<file path="src/rtl/core/pfd_pkg.sv">
`default_nettype none

package pfd_pkg;

	localparam int DATA_BITS_DEF = 8;
	localparam int LIMIT_W       = 8;
	localparam int CFG_IDX_W     = 2;

	localparam logic [CFG_IDX_W-1:0] CFG_SHORT = 2'd0;
	localparam logic [CFG_IDX_W-1:0] CFG_ONE   = 2'd1;
	localparam logic [CFG_IDX_W-1:0] CFG_ZERO  = 2'd2;
	localparam logic [CFG_IDX_W-1:0] CFG_LONG  = 2'd3;

	localparam logic [LIMIT_W-1:0] SHORT_RST = 8'd20;
	localparam logic [LIMIT_W-1:0] ONE_RST   = 8'd40;
	localparam logic [LIMIT_W-1:0] ZERO_RST  = 8'd60;
	localparam logic [LIMIT_W-1:0] LONG_RST  = 8'd80;

	typedef enum logic [1:0] {
		PH_IDLE,
		PH_SYNC,
		PH_BITS
	} phase_t;

	typedef enum logic [1:0] {
		ST_GOOD   = 2'd0,
		ST_PARITY = 2'd1,
		ST_TIMING = 2'd2
	} status_t;

	typedef enum logic [2:0] {
		CL_EARLY,
		CL_ONE,
		CL_ZERO,
		CL_SYNC,
		CL_LATE
	} interval_class_t;

	typedef struct packed {
		logic [LIMIT_W-1:0] short_limit;
		logic [LIMIT_W-1:0] one_limit;
		logic [LIMIT_W-1:0] zero_limit;
		logic [LIMIT_W-1:0] long_limit;
	} limits_t;

	typedef struct packed {
		logic [LIMIT_W-1:0] edge_interval;
		logic               timeout;
	} item_t;

	typedef struct packed {
		interval_class_t cls;
		logic            sync_ok;
	} class_info_t;

	typedef struct packed {
		logic       valid;
		status_t    status;
		logic [7:0] data_byte;
	} result_t;

endpackage

`default_nettype wire

</file>
<file path="src/rtl/core/pfd_classify.sv">
`default_nettype none

module pfd_classify (
	input  wire logic [pfd_pkg::LIMIT_W-1:0] edge_interval,
	input  wire pfd_pkg::limits_t           limits,
	output pfd_pkg::class_info_t            info
);

	// The tests run in a fixed order so that unordered limits still give one answer.
	always_comb begin
		info.sync_ok = (edge_interval >= limits.zero_limit) &&
			(edge_interval <= limits.long_limit);
		priority if (edge_interval < limits.short_limit) begin
			info.cls = pfd_pkg::CL_EARLY;
		end else if (edge_interval < limits.one_limit) begin
			info.cls = pfd_pkg::CL_ONE;
		end else if (edge_interval < limits.zero_limit) begin
			info.cls = pfd_pkg::CL_ZERO;
		end else if (edge_interval <= limits.long_limit) begin
			info.cls = pfd_pkg::CL_SYNC;
		end else begin
			info.cls = pfd_pkg::CL_LATE;
		end
	end

endmodule

`default_nettype wire

</file>
<file path="src/rtl/core/pfd_frame.sv">
`default_nettype none

module pfd_frame #(
	parameter int DATA_BITS = pfd_pkg::DATA_BITS_DEF
) (
	input  wire logic                 clk,
	input  wire logic                 arst_n,
	input  wire logic                 take,
	input  wire pfd_pkg::item_t       item,
	input  wire pfd_pkg::class_info_t info,
	output pfd_pkg::result_t          res
);

	localparam int BLW = $clog2(DATA_BITS + 2);
	localparam logic [BLW-1:0] BITS_START = BLW'(DATA_BITS + 1);
	localparam logic [BLW-1:0] BITS_LAST  = BLW'(1);

	pfd_pkg::phase_t    phase_q, phase_d;
	logic [BLW-1:0]     bits_left_q, bits_left_d;
	logic [DATA_BITS:0] shift_q, shift_d;
	logic [DATA_BITS:0] shift_in;
	logic [DATA_BITS+7:0] data_ext;
	logic               is_bit;
	logic               last_bit;

	assign is_bit   = (info.cls == pfd_pkg::CL_ONE) || (info.cls == pfd_pkg::CL_ZERO);
	assign last_bit = (bits_left_q == BITS_LAST);
	assign shift_in = {shift_q[DATA_BITS-1:0], info.cls == pfd_pkg::CL_ONE};
	assign data_ext = {8'd0, shift_in[DATA_BITS:1]};

	always_comb begin
		phase_d = phase_q;
		if (take) begin
			if (item.timeout) begin
				phase_d = pfd_pkg::PH_IDLE;
			end else begin
				unique case (phase_q)
					pfd_pkg::PH_IDLE: begin
						phase_d = pfd_pkg::PH_SYNC;
					end
					pfd_pkg::PH_SYNC: begin
						phase_d = info.sync_ok ? pfd_pkg::PH_BITS : pfd_pkg::PH_IDLE;
					end
					pfd_pkg::PH_BITS: begin
						if (info.cls == pfd_pkg::CL_SYNC) begin
							phase_d = pfd_pkg::PH_BITS;
						end else if (is_bit && !last_bit) begin
							phase_d = pfd_pkg::PH_BITS;
						end else begin
							phase_d = pfd_pkg::PH_IDLE;
						end
					end
					default: begin
						phase_d = pfd_pkg::PH_IDLE;
					end
				endcase
			end
		end
	end

	always_comb begin
		bits_left_d   = bits_left_q;
		shift_d       = shift_q;
		res.valid     = 1'b0;
		res.status    = pfd_pkg::ST_GOOD;
		res.data_byte = 8'd0;
		if (take) begin
			if (item.timeout || phase_q == pfd_pkg::PH_IDLE) begin
				bits_left_d = '0;
				shift_d     = '0;
			end else if (phase_q == pfd_pkg::PH_SYNC) begin
				bits_left_d = info.sync_ok ? BITS_START : '0;
				shift_d     = '0;
			end else if (phase_q == pfd_pkg::PH_BITS) begin
				if (info.cls == pfd_pkg::CL_SYNC) begin
					bits_left_d = BITS_START;
					shift_d     = '0;
				end else if (is_bit) begin
					if (last_bit) begin
						// Data and parity together must hold an odd number of ones.
						bits_left_d   = '0;
						shift_d       = '0;
						res.valid     = 1'b1;
						res.status    = (^shift_in) ? pfd_pkg::ST_GOOD : pfd_pkg::ST_PARITY;
						res.data_byte = data_ext[7:0];
					end else begin
						bits_left_d = bits_left_q - BITS_LAST;
						shift_d     = shift_in;
					end
				end else begin
					bits_left_d = '0;
					shift_d     = '0;
					res.valid   = 1'b1;
					res.status  = pfd_pkg::ST_TIMING;
				end
			end else begin
				bits_left_d = '0;
				shift_d     = '0;
			end
		end
	end

	always_ff @(posedge clk or negedge arst_n) begin
		if (!arst_n) begin
			phase_q     <= pfd_pkg::PH_IDLE;
			bits_left_q <= '0;
			shift_q     <= '0;
		end else begin
			phase_q     <= phase_d;
			bits_left_q <= bits_left_d;
			shift_q     <= shift_d;
		end
	end

endmodule

`default_nettype wire

</file>
<file path="src/rtl/core/pulse_interval_frame_decoder_core.sv">
// Pulse-interval frame decoder.
// Input channel (in_valid / in_stall): one request per qualified rising edge,
// carrying the interval since the previous edge, or a timeout marker.
// Output channel (out_valid / out_stall): one request per finished frame,
// carrying the status (good, parity error, timing error) and the data byte.
// Limits are written through cfg_we / cfg_index / cfg_wdata; the user must
// write them only while idle, which the block itself does not enforce. A
// request is classified and folded into the frame state as it leaves the
// input register; a result it completes is presented from the result register.
// Throughput: one request per cycle while no stalled result is pending; the
// limit compares, the shift and the parity reduction all sit between the input
// register and the result register. When the receiver stalls, the pending
// result holds; one more request may enter the input register, after which
// in_stall rises until the result goes. Reset clears the frame state to idle,
// empties both registers and loads the default limits 20, 40, 60 and 80.
`default_nettype none

module pulse_interval_frame_decoder_core #(
	parameter int DATA_BITS = pfd_pkg::DATA_BITS_DEF
) (
	input  wire logic                            clk,
	input  wire logic                            arst_n,
	input  wire logic                            in_valid,
	output logic                                 in_stall,
	input  wire logic [pfd_pkg::LIMIT_W-1:0]     edge_interval,
	input  wire logic                            timeout,
	output logic                                 out_valid,
	input  wire logic                            out_stall,
	output logic [1:0]                           status,
	output logic [7:0]                           data_byte,
	input  wire logic                            cfg_we,
	input  wire logic [pfd_pkg::CFG_IDX_W-1:0]   cfg_index,
	input  wire logic [pfd_pkg::LIMIT_W-1:0]     cfg_wdata
);

	pfd_pkg::limits_t     limits_q;
	pfd_pkg::item_t       item_s1;
	logic                 valid_s1;
	pfd_pkg::class_info_t info;
	pfd_pkg::result_t     res;
	logic                 valid_s2;
	pfd_pkg::status_t     status_s2;
	logic [7:0]           data_s2;
	logic                 advance;
	logic                 accept;

	assign advance  = !valid_s2 || !out_stall;
	assign in_stall = valid_s1 && !advance;
	assign accept   = in_valid && !in_stall;

	always_ff @(posedge clk or negedge arst_n) begin
		if (!arst_n) begin
			limits_q.short_limit <= pfd_pkg::SHORT_RST;
			limits_q.one_limit   <= pfd_pkg::ONE_RST;
			limits_q.zero_limit  <= pfd_pkg::ZERO_RST;
			limits_q.long_limit  <= pfd_pkg::LONG_RST;
		end else if (cfg_we) begin
			unique case (cfg_index)
				pfd_pkg::CFG_SHORT: limits_q.short_limit <= cfg_wdata;
				pfd_pkg::CFG_ONE:   limits_q.one_limit   <= cfg_wdata;
				pfd_pkg::CFG_ZERO:  limits_q.zero_limit  <= cfg_wdata;
				pfd_pkg::CFG_LONG:  limits_q.long_limit  <= cfg_wdata;
			endcase
		end
	end

	always_ff @(posedge clk or negedge arst_n) begin
		if (!arst_n) begin
			valid_s1 <= 1'b0;
		end else if (accept) begin
			valid_s1 <= 1'b1;
		end else if (advance) begin
			valid_s1 <= 1'b0;
		end
	end

	always_ff @(posedge clk) begin
		if (accept) begin
			item_s1.edge_interval <= edge_interval;
			item_s1.timeout       <= timeout;
		end
	end

	pfd_classify u_classify (
		.edge_interval (item_s1.edge_interval),
		.limits        (limits_q),
		.info          (info)
	);

	pfd_frame #(
		.DATA_BITS (DATA_BITS)
	) u_frame (
		.clk    (clk),
		.arst_n (arst_n),
		.take   (valid_s1 && advance),
		.item   (item_s1),
		.info   (info),
		.res    (res)
	);

	always_ff @(posedge clk or negedge arst_n) begin
		if (!arst_n) begin
			valid_s2 <= 1'b0;
		end else if (advance) begin
			valid_s2 <= valid_s1 && res.valid;
		end
	end

	always_ff @(posedge clk) begin
		if (advance && valid_s1 && res.valid) begin
			status_s2 <= res.status;
			data_s2   <= res.data_byte;
		end
	end

	assign out_valid = valid_s2;
	assign status    = status_s2;
	assign data_byte = data_s2;

endmodule

`default_nettype wire

</file>
<file path="config.mk">
export PLATFORM = sky130hd
export DESIGN_NAME = pulse_interval_frame_decoder_core
export DESIGN_NICKNAME = d
export VERILOG_FILES = /design/src/rtl/core/pfd_pkg.sv /design/src/rtl/core/pfd_classify.sv /design/src/rtl/core/pfd_frame.sv /design/src/rtl/core/pulse_interval_frame_decoder_core.sv
export SDC_FILE = /design/constraint.sdc
export NUM_CORES = 1
export LEC_CHECK = 0
export ABC_AREA = 1
export BUFFER_PORTS_ARGS = -buffer_cell sky130_fd_sc_hd__buf_2
export CORE_ASPECT_RATIO = 0.75
export CORE_UTILIZATION = 60
export CTS_CLUSTER_SIZE = 25
export DETAILED_ROUTE_END_ITERATION = 8
export PLACE_DENSITY = 0.78
export SLEW_MARGIN = 15
export SYNTH_ARGS = -nofsm -noshare
export SYNTH_HDL_FRONTEND = slang
export SYNTH_HIERARCHICAL = 1
export SYNTH_SLANG_ARGS = --single-unit
</file>
<file path="constraint.sdc">
create_clock -name clk -period 5.7 [get_ports clk]
set_input_delay 0.285 -clock clk [delete_from_list [all_inputs] [get_ports clk]]
set_output_delay 0.285 -clock clk [all_outputs]
set_load 0.02 [all_outputs]
</file>
==> results.cfg, run 1 <==
[logic_synthesis]
synth-xor-area-share = 0
synth_mux_area_frac = 0
ys_ff_latch = 67
synth_top_cell_area_share = 0.240
synth_top_family_by_area = simple AND/OR/NAND/NOR gates
synthAdderAreaFrac = 0.101
ys_types = 33
yosysWarnings = 6
synth_compound_area_frac = 0.0622
syn-instance-count = 457
synth_area_leaders = dfrtp_1 24%, edfxtp_1 14%, nand2_1 14%
syn_nets = 513
post_synth.cell_area_avg_sq_um = 8.67
synth.largest_area_cell = dfrtp_1
netlist_area_sq_mm = 0.00396
yosys.area_share.simple = 0.289
ys_seq_area_frac = 0.450

[power_and_ir_drop]
clockPowerShare = 0.328
p_per_area_mw_per_mm2 = 300
ir_worst_vdd_mv = 0.225
power_frac_seq = 0.439
switching_power_mw = 0.413
combPwrFrac = 0.233
leakagePower_nw = 2.20
power.share.switching = 0.315
intPower_mw = 0.899

[floorplanning]
start_util = 0.624
dieArea_sq_mm = 0.00693
io_pins = 36
die_h_um = 72.4
die_x_um = 95.8
num_rows = 25
core_area_sq_mm = 0.00635

[final_layout]
n_fill_cell = 509
drive_gt1_frac = 0.202
fin_cells = 581
n_antenna_cell = 0
syn_to_final_growth_pct = 10.5
layout.nets = 551
design_area_sq_mm = 0.00438

[timing]
tns_ps = 0
slew_violations = 0
finalSetupViolations = 0
period_share = 0.560
relSlewSlack = 0.250
fin_crit_ps = 3190
fmax_ghz = 0.313
tightest_slew_ps = 1120
hold_viol = 38
rsz0062_at_grt = no
whs_ps = -58.8
skew_ps = 7.21
fin_ws_ps = 2510

[detailed_routing]
routedWlPerCell_um = 14.2
via_per_inst = 5.45
detail-route-antenna-nets = 0
dr.first_iter.drc_count = 289
routed-via-count = 3168
drt_wl_total_um = 8240
drc = 0
drtPass1Iterations = 5

[place]
gp_congestion = 0.900
dp_hpwl_um = 6140
place_area_sq_mm = 0.00416
port_buffers = 35
dp_worst_setup_slack_ps = 2560
dp.cells = 565

[clock_network]
clkTransAtPathRegs_ps = 80
cts_tree = built
cts_buffers = 9
clk_path_buf_depth = 2
cts_post_setup_buffers_inserted = 0
post_cts_resized = 0
cts_sinks = 67
cts-root-buf = clkbuf_8
cts_hold_buf = 0
htreeDepth = 3
clk_latency_ps = 350

[setup_path]
crit_fanout = 10
criticalPathCategory = flop to flop
rrSetupSlack_ps = 2510
crit_arrival_ps = 3250
endpoint_kind = flop
crit_path_start_kind = flop
crit_required_ps = 5760

[global_routing]
grt_max_degree = 49
grt_overflow = 0
grt_usage = 0.268
grt_pass1_wl_um = 13900
antenna_found_initial = 0
grt_pass1_vias = 2985

[worst_hold_path]
holdCritPathClass = input port to async pin

[outcome]
status = complete, but fails checks
violations = negative hold slack

[job]
maxCapViolations = 0
path summary, 6_finish.rpt:
kind | cells past startpoint | startpoint | end
worst max-delay path | 17 | item_s1[6] | data_byte[5]
worst min-delay path | 1 | arst_n | u_frame/shift_q[4]
worst max register to register | 17 | item_s1[6] | data_byte[5]
worst min register to register | 2 | limits_q[13] | limits_q[13]
max in group asynchronous | 1 | arst_n | limits_q[25]
min in group clk | 1 | edge_interval[6] | item_s1[7]
flip-flops by register name, indices dropped and copies added, names as in the netlist:
register / flops
status: 2
u_frame/phase_q: 2
data_byte: 8
limits_q: 32
valid_s1: 1
out_valid: 1
u_frame/shift_q: 8
u_frame/bits_left_q: 4
item_s1: 9
synth_stat cells, drive strengths merged:
cell type and count:
buf 8, a31oi 1, inv 68, nand4 29, edfxtp 19, o21a 1, nand2 153, clkbuf 1
a21o 1, dfstp 10, clkinv 1, o22ai 9, a21oi 19, dfrtp 38, nor3 3, bufinv 2
o21ai 9, nor2 29, ha 32, nand3 24
worst max-delay path, cell delays in order, from the launching register on:
cell      delay, ps
edfxtp_1        500
ha_1            360
a21oi_1         170
nor2_2           60
nor2_2          100
nand2_1          90
nand3_1          90
nand2_1          50
nor2_1          300
inv_1           150
nand3_2         140
nand2_2          90
nand2_2          80
clkinv_2         90
nor2_1          110
inv_1            70
nor3_1          220
buf_4           230
logic make-up after synthesis:
kind of cell | Yosys count
and+or+nand+nor | 238
buffers and inverters | 80
DFF | 67
AOI/OAI and AO/OA | 40
adders and majority gates | 32
per-stage QoR:
| step | total power, mW | utilization |
|---|---|---|
| after CTS | 1.32 | 0.689 |
| after floorplan | 0.811 | - |
| after detailed placement | 0.887 | 0.655 |
| after global placement | 0.872 | 0.655 |
| after global routing | 1.39 | 0.689 |
| final | 1.31 | 0.689 |
layout by cell type, fill, tap and decap left out, drive strengths merged:
master    count
nand2       153
inv          68
dfrtp        38
buf          36
ha           32
nand4        29
nor2         29
nand3        24
edfxtp       19
a21oi        19
dfstp        10
clkbuf        9
o22ai         9
o21ai         9
bufinv        4
clkinv        4
nor3          3
clkinvlp      2
o21a          1
a21o          1
a31oi         1
routing by layer:
metal | wire, um | vias to the layer above | track usage | part of all wire
met5 | 0 | - | 0 | 0
met2 | 3630 | 85 | 0.404 | 0.44
li1 | - | 1576 | - | -
met4 | 94 | 0 | 0.0912 | 0.011
met3 | 462 | 11 | 0.0587 | 0.056
met1 | 4050 | 1496 | 0.387 | 0.49
cell type report:
type,count,area (sq um),area share
Multi-Input combinational cell,310,1790,0.410
Sequential cell,67,1780,0.408
Inverter,71,298,0.0680
Timing Repair Buffer,36,185,0.0423
Clock buffer,9,124,0.0283
Tap cell,81,101,0.0231
Clock inverter,7,92.6,0.0211
power groups by stage:
stage,combinational [mW],sequential (mW),clock (mW)
after global routing,0.353,0.581,0.454
final,0.306,0.576,0.430
after CTS,0.304,0.576,0.437
after detailed placement,0.303,0.584,0
after floorplan,0.234,0.577,0
after global placement,0.289,0.583,0
(Power assumes the default switching activity.)
==> inputs of run 2 (changes only) <==
ABC_AREA = 0   (was 1)
CORE_UTILIZATION = 59   (was 60)
clock period = 3.3 ns   (was 5.7 ns; I/O delays follow)
==> results.cfg, run 2 <==
[clock_network]
cts_post_setup_buffers_inserted = 0
cts_sinks = 67
clk_path_buf_depth = 2
clkTransAtPathRegs_ps = 70
clk_latency_ps = 350
cts-root-buf = clkbuf_8
cts_buffers = 9
cts_tree = built
htreeDepth = 3

[final_layout]
design_area_sq_mm = 0.00411
final_cell_mix = 38 x dfrtp_1, 35 x inv_1, 34 x buf_2
layout_commonest_cell = dfrtp_1
drive_gt1_frac = 0.301
largest_reg_flops = 32
fin_cells = 427
n_antenna_cell = 0
regMostFlops = limits_q
reg_top3 = limits_q (32), item_s1 (9)
syn_to_final_growth_pct = 16.8
layout.nets = 403

[timing]
period_share = 0.952
fmax_ghz = 0.318
tightest_slew_ps = 612
skew_ps = 8.91
rsz0062_at_grt = no
relSlewSlack = 0.592
hold_viol = 0
tns_ps = 0
slew_violations = 0
finalSetupViolations = 0
fin_crit_ps = 3140

[worst_hold_path]
hold_depth = 3
holdCritPathClass = input port to flop
hold_start = out_stall
min_to = out_valid

[detailed_routing]
dr.first_iter.drc_count = 136
routedWlPerCell_um = 16.9
drt_wl_total_um = 7200
routed-via-count = 2420
drtPass1Iterations = 4
detail-route-antenna-nets = 0
via_per_inst = 5.67
drc = 0

[setup_path]
crit_fanout = 4
rrSetupSlack_ps = 160
endpoint_kind = flop
timing.rr.start = limits_q[19]
crit_required_ps = 3410
crit_arrival_ps = 3250
crit_path_start_kind = flop
rr_worst_depth = 10
reg2reg_to = status[0]
criticalPathCategory = flop to flop

[global_routing]
antenna_found_initial = 0
grt_overflow = 0
grt_pass1_vias = 2405
grt_usage = 0.266
grt_max_degree = 49
grt_pass1_wl_um = 12100

[power_and_ir_drop]
leakagePower_nw = 1.93
ir_worst_vdd_mv = 0.328
clockPowerShare = 0.312
switching_power_mw = 0.611
power_frac_seq = 0.467
p_per_area_mw_per_mm2 = 526
power.share.switching = 0.282
intPower_mw = 1.55
combPwrFrac = 0.222

[logic_synthesis]
synth_top_family_by_area = adder cells
synth_mux_area_frac = 0.102
synth_compound_area_frac = 0.100
synth-edff-count = 19
ys_ff_latch = 67
netlist_area_sq_mm = 0.00352
synth_top_cell_area_share = 0.270
synthAdderAreaFrac = 0.114
yosys.area_share.simple = 0.112
post_synth.cell_area_avg_sq_um = 12.2
syn_nets = 345
async_reset_ff_frac = 0.716
synth-xor-area-share = 0.0238
synth_area_leaders = dfrtp_1 27%, edfxtp_1 16%, ha_1 11%
ys_seq_area_frac = 0.507
synth_common_cells = 38 x dfrtp_1, 35 x inv_1, 32 x ha_1, 32 x mux2_2, 19 x edfxtp_1
yosysWarnings = 6
synth.largest_area_cell = dfrtp_1
ys_types = 51
syn-instance-count = 289
post-synth-top-count-cell = dfrtp_1
synthFlopType = dfrtp_1

[floorplanning]
core_area_sq_mm = 0.00555
io_pins = 36
num_rows = 23
dieArea_sq_mm = 0.00629
die_x_um = 91.2
die_h_um = 68.9
start_util = 0.634

[job]
maxCapViolations = 0

[place]
port_buffers = 35
dp.cells = 400
gp_congestion = 0.891
place_area_sq_mm = 0.00380
dp_hpwl_um = 5180

[outcome]
status = complete, no violations
==> run 2: cell types whose count changed after synthesis, moves of 7 or more <==
| cell | before | now |
|---|---|---|
| a22o_1 | 0 | 7 |
| nor2_2 | 10 | 0 |
| nand2_1 | 144 | 11 |
| nand2_2 | 8 | 0 |
| and2_1 | 0 | 11 |
| nor2_1 | 15 | 5 |
| mux2_2 | 0 | 32 |
| inv_1 | 63 | 35 |
| nand3_1 | 19 | 4 |
| nand4_1 | 29 | 5 |
==> run 2: metrics by stage <==
stage | setup slack [ps] | total power [mW] | util | hold WS (ps)
5_1_grt | 0.896 | 2.28 | 0.740 | 88.2
6_report | 159 | 2.16 | 0.740 | 82.3
3_5_place_dp | 106 | 1.48 | 0.684 | 344
3_3_place_gp | 159 | 1.45 | 0.684 | 341
4_1_cts | 85.5 | 2.17 | 0.737 | 45.9
2_1_floorplan | 129 | 1.34 | - | -131
==> run 2: final cells by class <==
| class | count | area, sq um |
|---|---|---|
| Fill cell | 381 | 1440 |
| Sequential cell | 67 | 1780 |
| Inverter | 36 | 135 |
| Timing Repair Buffer | 49 | 310 |
| Tap cell | 75 | 93.8 |
| Clock buffer | 11 | 141 |
| Multi-Input combinational cell | 184 | 1600 |
| Clock inverter | 5 | 52.6 |
==> run 2: power groups by stage <==
stage	combinational (mW)	sequential [mW]	clock, mW
final	0.479	1.01	0.674
after global routing	0.539	1.02	0.718
after CTS	0.473	1.01	0.685
after detailed placement	0.459	1.02	0
after global placement	0.435	1.02	0
after floorplan	0.337	1.01	0
==> run 2: repair_timing <==
| item | CTS | global route |
|---|---|---|
| resized for setup | 0 | 2 |
| setup endpoints to repair | 0 | 26 |
| hold endpoints to repair | 10 | 38 |
| hold buffers | 10 | 1 |
==> run 2: worst max path at each step <==
stage,from,endpoint,slack (ps),cells past startpoint
6_report,limits_q[19],status[0],160,10
5_1_grt,limits_q[19],data_byte[5],0.9,12
4_1_cts,limits_q[11],data_byte[4],90,13
2_1_floorplan,limits_q[11],data_byte[0],130,12
3_3_place_gp,limits_q[11],data_byte[3],160,13
3_5_place_dp,limits_q[11],data_byte[3],110,13
==> run 2: cell families after synthesis <==
family,count (synthesis)
flops,67
compound gates,50
fa+ha+maj,32
mux,32
buf+inv,38
simple gates,62
xor+xnor,8
==> run 2: layer usage <==
metal | track usage | vias to the layer above | wire [um]
li1 | - | 1166 | -
met1 | 0.362 | 1176 | 3440
met2 | 0.415 | 70 | 3220
met3 | 0.0658 | 8 | 452
met4 | 0.109 | 0 | 85
met5 | 0 | - | 0
==> run 2: critical path, cell delays in order (launching register included) <==
cell	delay, ps
dfstp_2	530
inv_1	40
ha_1	290
a211oi_2	240
o21ai_1	120
a221o_1	370
a21oi_1	290
nor3b_2	280
xnor3_1	460
xnor2_1	140
and2_1	150
==> inputs of run 3 (changes only) <==
ABC_CLOCK_PERIOD_IN_PS = 3300   (was not set)
BUFFER_PORTS_ARGS = -buffer_cell sky130_fd_sc_hd__buf_4   (was -buffer_cell sky130_fd_sc_hd__buf_2)
==> results.cfg, run 3 (same netlist as run 2, synthesis figures left out) <==
[outcome]
status = complete, no violations

[timing]
tns_ps = 0
fmax_ghz = 0.325
whs_ps = 34.8
slew_violations = 0
finalSetupViolations = 0
relSlewSlack = 0.586
tightest_slew_ps = 621
hold_viol = 0
fin_crit_ps = 3080
period_share = 0.934
skew_ps = 6.31
rsz0062_at_grt = no

[power_and_ir_drop]
switching_power_mw = 0.634
power.share.switching = 0.281
intPower_mw = 1.62
clockPowerShare = 0.341
p_per_area_mw_per_mm2 = 533
ir_worst_vdd_mv = 0.335
finalPower_mw = 2.26
power_frac_seq = 0.446
leakagePower_nw = 1.96
combPwrFrac = 0.213

[global_routing]
grt_overflow = 0
antenna_found_initial = 0
grt_max_degree = 49
grt_pass1_vias = 2267
grt_pass1_wl_um = 11200
grt_usage = 0.252

[floorplanning]
die_x_um = 91.2
die_h_um = 68.9
dieArea_sq_mm = 0.00629
num_rows = 23
start_util = 0.634
core_area_sq_mm = 0.00555
io_pins = 36

[clock_network]
clk_path_buf_depth = 2
cts_post_setup_buffers_inserted = 0
cts_sinks = 67
clk_latency_ps = 360
htreeDepth = 3
cts_tree = built
cts-root-buf = clkbuf_8
clkTransAtPathRegs_ps = 80
cts_buffers = 9

[setup_path]
path_buf_inv = 1
endpoint_kind = flop
path_cells = inv_1, ha_1, nand4_1, o21ai_0, o311ai_0, a21oi_1, nor3b_2, xnor3_1, xnor2_1, and2_1
rr_worst_depth = 10
reg2reg_to = status[0]
crit_path_start_kind = flop
startpoint = limits_q[6]
rrSetupSlack_ps = 220
timing.rr.start = limits_q[6]
crit_arrival_ps = 3200
crit_path_end = status[0]
crit_required_ps = 3420
cpMaxStageDelayCell = dfstp_2
crit_fanout = 4
max_stage_delay_ps = 540
crit_cells = 10
criticalPathCategory = flop to flop
path_delay_family = compound AO/OA/AOI/OAI gates

[final_layout]
layout.nets = 403
largest_reg_flops = 32
syn_to_final_growth_pct = 20.1
fin_util = 0.761
drive_gt1_frac = 0.304
n_antenna_cell = 0
reg_top3 = limits_q (32), item_s1 (9)
regMostFlops = limits_q
fin_cells = 427
final_cell_mix = 38 x buf_4, 38 x dfrtp_1, 35 x inv_1

[worst_hold_path]
holdCritPathClass = input port to flop

[detailed_routing]
via_per_inst = 5.71
routedWlPerCell_um = 16.7
drtPass1Iterations = 4
routed-via-count = 2440
drc = 0
dr.first_iter.drc_count = 97
detail-route-antenna-nets = 0
drt_wl_total_um = 7140

[job]
maxCapViolations = 0

[place]
gp_congestion = 0.876
port_buffers = 35
dp.cells = 400
dp_hpwl_um = 5050
run 3: cell type report:
class                      count  area, sq um
fill                         356         1330
timing repair buffer          49          395
inverter                      36          135
sequential                    67         1780
clock inverter                 7          101
multi-input combinational    184         1600
tap                           75         93.8
clock buffer                   9          124
run 3: power by group through the flow:
stage	clock, mW	combinational, mW	sequential, mW
4_1_cts	0.787	0.476	1.01
3_5_place_dp	0	0.462	1.02
5_1_grt	0.818	0.534	1.02
2_1_floorplan	0	0.337	1.01
6_report	0.768	0.481	1.01
3_3_place_gp	0	0.444	1.02
run 3: metal layers:
metal,wire length (um),global-route usage,vias up
li1,-,-,1161
met4,156,0.129,0
met5,0,0,-
met1,3400,0.329,1207
met2,3160,0.388,57
met3,415,0.0746,15
run 3: how the worst min path moves through the flow:
stage | to | cells past startpoint | from
after CTS | out_valid | 3 | out_stall
after detailed placement | limits_q[25] | 1 | arst_n
after floorplan | limits_q[0] | 0 | arst_n
after global placement | limits_q[25] | 1 | arst_n
after global routing | out_valid | 3 | out_stall
final | out_valid | 3 | out_stall
run 3: worst min-delay path: stages:
cell,delay (ps)
buf_4,100
nand2_1,50
nand2_1,50
run 3: metrics by stage:
stage          cell area (sq um)  worst slack [ps]
2_1_floorplan               3520               129
3_3_place_gp                3890               172
3_5_place_dp                3890               135
4_1_cts                     4220               101
5_1_grt                     4230              20.4
6_report                    4230               219
run 3: what timing repair did:
action                     4_1_cts  5_1_grt
hold buffers                    11        0
setup endpoints to repair        0       16
hold endpoints to repair        48        0
gates resized for setup          0        1
